<file path="src/rtl/core/rrf_pkg.sv">
`default_nettype none

package rrf_pkg;

    // Window length in bytes; the cell chain has one cell per byte
    localparam int WINDOW_BYTES = 64;

    // Fingerprint width equals the degree of the reduction polynomial
    localparam int PRINT_W = 53;
    localparam logic [PRINT_W:0] POLY = 54'h3DA3358B4DC173;

    // Distance in bit positions between the oldest window byte and the newest
    localparam int SLIDE_EXP = 8 * (WINDOW_BYTES - 1);

    typedef logic [PRINT_W-1:0] t_print;
    typedef logic [7:0]         t_byte;

    // Per-item controls shared by every cell of the chain
    typedef struct packed {
        logic shift;
        logic restart;
    } t_shift_ctl;

    // x^e mod POLY, evaluated at elaboration
    function automatic t_print pow_mod(input int e);
        logic [PRINT_W:0] r;
        r = {{PRINT_W{1'b0}}, 1'b1};
        for (int i = 0; i < e; i++) begin
            r = {r[PRINT_W-1:0], 1'b0};
            if (r[PRINT_W]) begin
                r = r ^ POLY;
            end
        end
        return r[PRINT_W-1:0];
    endfunction

    // Basis of the reduction table: x^(53+k) mod POLY
    localparam t_print REDUCE_BASIS [8] = '{
        pow_mod(PRINT_W + 0), pow_mod(PRINT_W + 1), pow_mod(PRINT_W + 2),
        pow_mod(PRINT_W + 3), pow_mod(PRINT_W + 4), pow_mod(PRINT_W + 5),
        pow_mod(PRINT_W + 6), pow_mod(PRINT_W + 7)
    };

    // Basis of the slide-out table: x^(8*(WINDOW_BYTES-1)+k) mod POLY
    localparam t_print SLIDE_BASIS [8] = '{
        pow_mod(SLIDE_EXP + 0), pow_mod(SLIDE_EXP + 1), pow_mod(SLIDE_EXP + 2),
        pow_mod(SLIDE_EXP + 3), pow_mod(SLIDE_EXP + 4), pow_mod(SLIDE_EXP + 5),
        pow_mod(SLIDE_EXP + 6), pow_mod(SLIDE_EXP + 7)
    };

    // Reduction table entry: top byte times x^53 mod POLY (GF(2) linear)
    function automatic t_print rrf_reduce(input t_byte b);
        t_print acc;
        acc = '0;
        for (int k = 0; k < 8; k++) begin
            if (b[k]) begin
                acc = acc ^ REDUCE_BASIS[k];
            end
        end
        return acc;
    endfunction

    // Slide-out table entry: contribution of the oldest byte to the print
    function automatic t_print rrf_slide_out(input t_byte b);
        t_print acc;
        acc = '0;
        for (int k = 0; k < 8; k++) begin
            if (b[k]) begin
                acc = acc ^ SLIDE_BASIS[k];
            end
        end
        return acc;
    endfunction

endpackage

`default_nettype wire

</file>
<file path="src/rtl/core/rrf_cell.sv">
`default_nettype none

module rrf_cell
    import rrf_pkg::*;
(
    input  wire        i_clk,
    input  wire        i_rst_n,
    input  t_shift_ctl i_ctl,
    input  t_byte      i_rst_val,
    input  t_byte      i_ctx_val,
    input  t_byte      i_prev,
    output t_byte      o_byte
);

    t_byte r_byte;
    t_byte n_byte;

    // On a shift, take the neighbor's byte, or the initial-context byte on restart; else hold
    always_comb begin
        n_byte = r_byte;
        if (i_ctl.shift) begin
            n_byte = i_ctl.restart ? i_ctx_val : i_prev;
        end
    end

    always_ff @(posedge i_clk) begin
        if (!i_rst_n) begin
            r_byte <= i_rst_val;
        end else begin
            r_byte <= n_byte;
        end
    end

    assign o_byte = r_byte;

endmodule

`default_nettype wire

</file>
<file path="src/rtl/core/rrf_print.sv">
`default_nettype none

module rrf_print
    import rrf_pkg::*;
(
    input  wire    i_clk,
    input  wire    i_rst_n,
    input  wire    i_accept,
    input  wire    i_restart,
    input  t_byte  i_data_byte,
    input  t_byte  i_old_byte,
    output t_print o_next_print
);

    t_print r_print;
    t_print w_base;
    t_print w_cancel;
    t_byte  w_top;
    t_print n_print;

    // Start from the initial context on restart: fingerprint of the byte 1
    assign w_base = i_restart ? t_print'(1) : r_print;

    // Cancel the oldest byte, then shift in the new one and fold the top byte
    assign w_cancel = w_base ^ rrf_slide_out(i_old_byte);
    assign w_top    = w_cancel[PRINT_W-1 -: 8];
    assign n_print  = {w_cancel[PRINT_W-9:0], i_data_byte} ^ rrf_reduce(w_top);

    always_ff @(posedge i_clk) begin
        if (!i_rst_n) begin
            r_print <= t_print'(1);
        end else if (i_accept) begin
            r_print <= n_print;
        end
    end

    assign o_next_print = n_print;

`ifndef SYNTH
    // Restart followed by a zero byte leaves x^8 as the fingerprint
    a_restart_zero: assert property (@(posedge i_clk) disable iff (!i_rst_n)
        (i_accept && i_restart && (i_data_byte == 8'd0)) |=> (r_print == t_print'(256)))
        else $error("fingerprint after restart and zero byte is wrong");

    // Hold the fingerprint between transactions
    a_hold_print: assert property (@(posedge i_clk) disable iff (!i_rst_n)
        !i_accept |=> $stable(r_print))
        else $error("fingerprint changed without a transaction");
`endif

endmodule

`default_nettype wire

</file>
<file path="src/rtl/core/rrf_skid.sv">
`default_nettype none

module rrf_skid
    import rrf_pkg::*;
(
    input  wire    i_clk,
    input  wire    i_rst_n,
    input  wire    i_valid,
    input  t_print i_data,
    output logic   o_accept,
    output logic   o_full,
    output logic   o_valid,
    output t_print o_data,
    input  wire    i_stall
);

    logic   r_out_valid;
    t_print r_out_data;
    logic   r_skid_valid;
    t_print r_skid_data;
    logic   w_take;

    assign w_take   = r_out_valid && !i_stall;
    assign o_accept = i_valid && !r_skid_valid;

    // Control: fill the output register first, park in the skid stage on stall
    always_ff @(posedge i_clk) begin
        if (!i_rst_n) begin
            r_out_valid  <= 1'b0;
            r_skid_valid <= 1'b0;
        end else if (r_skid_valid) begin
            if (w_take) begin
                r_skid_valid <= 1'b0;
            end
        end else if (o_accept) begin
            if (r_out_valid && !w_take) begin
                r_skid_valid <= 1'b1;
            end else begin
                r_out_valid <= 1'b1;
            end
        end else if (w_take) begin
            r_out_valid <= 1'b0;
        end
    end

    // Payload
    always_ff @(posedge i_clk) begin
        if (r_skid_valid) begin
            if (w_take) begin
                r_out_data <= r_skid_data;
            end
        end else if (o_accept) begin
            if (r_out_valid && !w_take) begin
                r_skid_data <= i_data;
            end else begin
                r_out_data <= i_data;
            end
        end
    end

    assign o_full  = r_skid_valid;
    assign o_valid = r_out_valid;
    assign o_data  = r_out_data;

`ifndef SYNTH
    // The skid stage only holds data behind a full output register
    a_skid_behind_out: assert property (@(posedge i_clk) disable iff (!i_rst_n)
        r_skid_valid |-> r_out_valid)
        else $error("skid stage valid with empty output register");

    // An accepted transaction always shows up at the output
    a_accept_lands: assert property (@(posedge i_clk) disable iff (!i_rst_n)
        o_accept |=> r_out_valid)
        else $error("accepted transaction lost");
`endif

endmodule

`default_nettype wire

</file>
<file path="src/rtl/core/rabin_rolling_fingerprint.sv">
// Rolling Rabin fingerprint over the last 64 bytes of a stream, modulo the
// degree-53 polynomial 0x3DA3358B4DC173, one 53-bit fingerprint per input
// byte. The block takes one byte per clock cycle while o_stall is low; each
// result is registered in the output register, or in the skid entry while
// the consumer stalls. The next fingerprint (slide-out fold of the oldest
// byte, shift, reduction fold of the top byte) is formed combinationally;
// the window lives in a chain of byte cells that shifts once per
// transaction. A two-entry output buffer keeps input acceptance going while
// the consumer stalls; o_stall rises only when both entries are full. With
// i_restart high the window and fingerprint return to the reset context
// (all-zero window with the byte 1 slid in) before that byte is processed.
`default_nettype none

module rabin_rolling_fingerprint
    import rrf_pkg::*;
(
    input  wire          i_clk,
    input  wire          i_rst_n,
    input  wire          i_valid,
    output logic         o_stall,
    input  wire  [7:0]   i_data_byte,
    input  wire          i_restart,
    output logic         o_valid,
    input  wire          i_stall,
    output logic [52:0]  o_fingerprint
);

    logic       w_accept;
    logic       w_full;
    t_shift_ctl w_ctl;
    t_byte      w_win [WINDOW_BYTES];
    t_byte      w_old;
    t_print     w_next_print;

    assign w_ctl.shift   = w_accept;
    assign w_ctl.restart = i_restart;

    // Window chain: cell 0 holds the newest byte, the last cell the oldest
    genvar gi;
    generate
        for (gi = 0; gi < WINDOW_BYTES; gi++) begin : g_cell
            if (gi == 0) begin : g_head
                rrf_cell u_cell (
                    .i_clk     (i_clk),
                    .i_rst_n   (i_rst_n),
                    .i_ctl     (w_ctl),
                    .i_rst_val (t_byte'(1)),
                    .i_ctx_val (i_data_byte),
                    .i_prev    (i_data_byte),
                    .o_byte    (w_win[gi])
                );
            end else begin : g_body
                rrf_cell u_cell (
                    .i_clk     (i_clk),
                    .i_rst_n   (i_rst_n),
                    .i_ctl     (w_ctl),
                    .i_rst_val (t_byte'(0)),
                    .i_ctx_val ((gi == 1) ? t_byte'(1) : t_byte'(0)),
                    .i_prev    (w_win[gi-1]),
                    .o_byte    (w_win[gi])
                );
            end
        end
    endgenerate

    // Drop the oldest byte; after a restart the oldest byte is zero
    assign w_old = i_restart ? t_byte'(0) : w_win[WINDOW_BYTES-1];

    rrf_print u_print (
        .i_clk        (i_clk),
        .i_rst_n      (i_rst_n),
        .i_accept     (w_accept),
        .i_restart    (i_restart),
        .i_data_byte  (i_data_byte),
        .i_old_byte   (w_old),
        .o_next_print (w_next_print)
    );

    rrf_skid u_skid (
        .i_clk    (i_clk),
        .i_rst_n  (i_rst_n),
        .i_valid  (i_valid),
        .i_data   (w_next_print),
        .o_accept (w_accept),
        .o_full   (w_full),
        .o_valid  (o_valid),
        .o_data   (o_fingerprint),
        .i_stall  (i_stall)
    );

    assign o_stall = w_full;

endmodule

`default_nettype wire
</file>
<file path="config.mk">
export PLATFORM = sky130hd
export DESIGN_NAME = rabin_rolling_fingerprint
export DESIGN_NICKNAME = d
export VERILOG_FILES = /design/src/rtl/core/rrf_pkg.sv /design/src/rtl/core/rrf_cell.sv /design/src/rtl/core/rrf_print.sv /design/src/rtl/core/rrf_skid.sv /design/src/rtl/core/rabin_rolling_fingerprint.sv
export SDC_FILE = /design/constraint.sdc
export NUM_CORES = 2
export LEC_CHECK = 0
export BUFFER_PORTS_ARGS = -buffer_cell sky130_fd_sc_hd__clkbuf_2
export CAP_MARGIN = 40
export CORE_AREA = 2 2 221 244
export DETAILED_ROUTE_END_ITERATION = 7
export DIE_AREA = 0 0 223 246
export GPL_ROUTABILITY_DRIVEN = 0
export PLACE_DENSITY = 0.71
export SYNTH_ARGS = -nofsm -noshare
export SYNTH_HDL_FRONTEND = slang
export SYNTH_SLANG_ARGS = --single-unit
export TNS_END_PERCENT = 10
</file>
<file path="constraint.sdc">
create_clock -name i_clk -period 5.1 [get_ports i_clk]
set_clock_uncertainty 0.05 [all_clocks]
set_input_delay 1.02 -clock i_clk [delete_from_list [all_inputs] [get_ports i_clk]]
set_output_delay 1.02 -clock i_clk [all_outputs]
set_load 0.02 [all_outputs]
</file>
==> results.cfg <==
[status]
status = completed

[finish]
fin_nets = 2980
final_core_util = 0.5976
regArea_sq_um = 14540
final_cell_area_sq_um = 31260
multi_input_area_sq_um = 12800
fillers = 4362
diodes = 0
syn_to_final_growth_pct = 9.595
drive_gt1_frac = 0.08759

[worst_setup_path]
worstSetupPathType = register to register
path_cells = xor3_2 > xor2_2 > buf_4 > xnor3_1 > xnor2_1 > or3_1 > a31oi_1
start_kind = register
required_ns = 5.43
critPathSlowestCell = dfxtp_1
r2r_cells = 7
end_kind = register
critPathMaxStageDelay_ns = 0.70
cp.arrival_ns = 4.12
critPathMaxFanout = 8

[logic_synthesis]
dominantRegCellSynth = dfxtp_1
synthTopCellsByCount = dfxtp_1 (567), nor2_1 (554), a21oi_1 (527), and3_1 (507), clkbuf_1 (264)
synth_edf_count = 106
ys_warn_count = 0
yosysMostFrequentCell = dfxtp_1
synth_top_area_share = 0.3980
synthTopCellsByArea = dfxtp_1 (40%), edfxtp_1 (11%), and3_1 (11%)
syn_area_per_cell_sq_um = 9.266
async_flop_share = 0
synth.net_count = 3091
synth_top_cell_by_area = dfxtp_1
synth_cell_types = 51
ys_seq_elements = 673
syn-cell-area_sq_um = 28520
yosysSeqAreaShare = 0.5096
syn-instance-count = 3078

[routing]
wl_per_cell_um = 16.15
ant_nets = 0
num_vias = 20800
via_per_inst = 5.638
drt-total-wl_mm = 59.56
drtPass1Iterations = 5
drc = 0
drt_iter0_drc = 2135

[timing]
timing.final.crit_share = 0.7433
setup_slack_ns = 1.309
setup_viol = 0
slew_viol_final = 0
max_freq_mhz = 263.8
hold_viol = 0
setup_tns_ns = 0
relSlewSlack = 0.2452
hold_ws_ns = 0.4076
period_minus_slack_ns = 3.791
tightest_slew_ns = 1.132
rsz0062_at_grt = false

[clock_tree]
cts_buffers = 68
cts-root-buf = clkbuf_16
cts_tree = built
clkTransAtPathRegs_ns = 0.06
ctsHoldBuffers = 0
cts.htree.levels = 3
cts-resized-gates = 0
clock_latency_ns = 0.60
clk_path_buf_depth = 3
post_cts_buffers = 0
cts_sinks = 673

[global_route]
grt_max_degree = 285
grt_util_all_layers = 0.2143
grt-ovfl-total = 0
grt_pass1_wl_mm = 98.30
antenna_found_initial = 0
grt_pass1_vias = 19473

[placed_design]
dpl-instance-area_sq_um = 29030
preCtsSetupSlack_ns = 1.265
hpwl_mm = 33.62
portBuffers = 67

[floorplan]
initial_core_util = 0.5453
die_area_sq_um = 54860
io_pins = 68
die_h_um = 246
floorplan.core_area_sq_um = 52300
rows = 88
die-width_um = 223

[power]
leakage_nw = 14.18
peakVddDrop_mv = 0.2309
power.density_nw_per_um2 = 392.6

[hold_path]
min_path_cells = 2
hold_class = register to register

[flow_run]
max_cap_viol_count = 0
==> worst max-delay path: cells and delay by family, from the launching register on <==
kind            cells  cell delay (ns)
flops               1             0.70
buf+inv             1             0.28
compound gates      1             0.31
xor+xnor            4             1.84
simple gates        1             0.39
==> path summary, 6_finish.rpt <==
path	start	to	slack (ns)
max reg2reg	g_cell[63].g_body.u_cell.o_byte[3]$_SDFFE_PN0P_	u_skid.o_data[40]$_DFFE_PP_	1.31
min	g_cell[0].g_head.u_cell.o_byte[4]$_SDFFE_PN0P_	g_cell[0].g_head.u_cell.o_byte[4]$_SDFFE_PN0P_	0.41
max	g_cell[63].g_body.u_cell.o_byte[3]$_SDFFE_PN0P_	u_skid.o_data[40]$_DFFE_PP_	1.31
min reg2reg	g_cell[0].g_head.u_cell.o_byte[4]$_SDFFE_PN0P_	g_cell[0].g_head.u_cell.o_byte[4]$_SDFFE_PN0P_	0.41
==> area by class of cell <==
| type | count | share of cell area |
|---|---|---|
| clock buffers | 93 | 0.06173 |
| flip-flops and latches | 673 | 0.4650 |
| multi-input cells | 2094 | 0.4094 |
| inverters | 28 | 0.003843 |
| repair buffers | 102 | 0.02338 |
| clock inverters | 24 | 0.009607 |
| well taps | 675 | 0.02702 |
==> registers in the layout, summed over array words and instances, names as in the netlist <==
name,count
g_cell.g_body.u_cell.o_byte,504
g_cell.g_head.u_cell.o_byte,8
u_print.r_print,53
u_skid.o_data,53
u_skid.o_full,1
u_skid.o_valid,1
u_skid.r_skid_data,53
==> logic make-up (layout without fill, tap and decap cells) <==
group	count (synthesis)	in the layout	share of synthesized area
simple gates	1202	1202	0.2071
compound gates	635	635	0.1165
mux	16	16	0.006449
flops	673	673	0.5096
buf+inv	311	247	0.04269
xor+xnor	241	241	0.1177
==> per-stage QoR <==
stage	cells	power (W)
after floorplan	3078	0.006951
after global placement	3571	0.007329
after detailed placement	3572	0.007368
after CTS	3689	0.01238
after global routing	3689	0.01272
final	3689	0.01227
==> power breakdown <==
part           leakage, nW  switching [W]  internal (W)
Clock                 1.09        0.00204       0.00296
Combinational         7.49       0.000985      0.000586
Sequential            5.59      0.0000862       0.00562
Total                 14.2        0.00311       0.00916
==> placed cells by master (no fill, tap or decap), drive strengths merged, types with 3 or more instances in the layout <==
| master | instances |
|---|---|
| mux2 | 16 |
| xnor3 | 65 |
| o31ai | 12 |
| nor3 | 7 |
| a21oi | 527 |
| a31oi | 7 |
| bufinv | 6 |
| o211a | 6 |
| nor2 | 556 |
| and3 | 507 |
| nand2 | 80 |
| clkbuf | 160 |
| a211oi | 4 |
| or2 | 6 |
| dfxtp | 567 |
| and2 | 3 |
| buf | 35 |
| xor2 | 37 |
| xnor2 | 129 |
| clkinv | 13 |
| o21ai | 64 |
| o21ba | 9 |
| edfxtp | 106 |
| inv | 31 |
| nand3 | 26 |
| xor3 | 10 |
| or3 | 9 |
| nor2b | 4 |
==> layer usage <==
layer	vias up	wire [um]	track usage
met5	-	0	0
met1	9868	26560	0.2831
met3	143	3158	0.03506
met4	0	2164	0.09435
met2	525	27680	0.3483
li1	10264	-	-
Power figures use the tool's default switching activity.
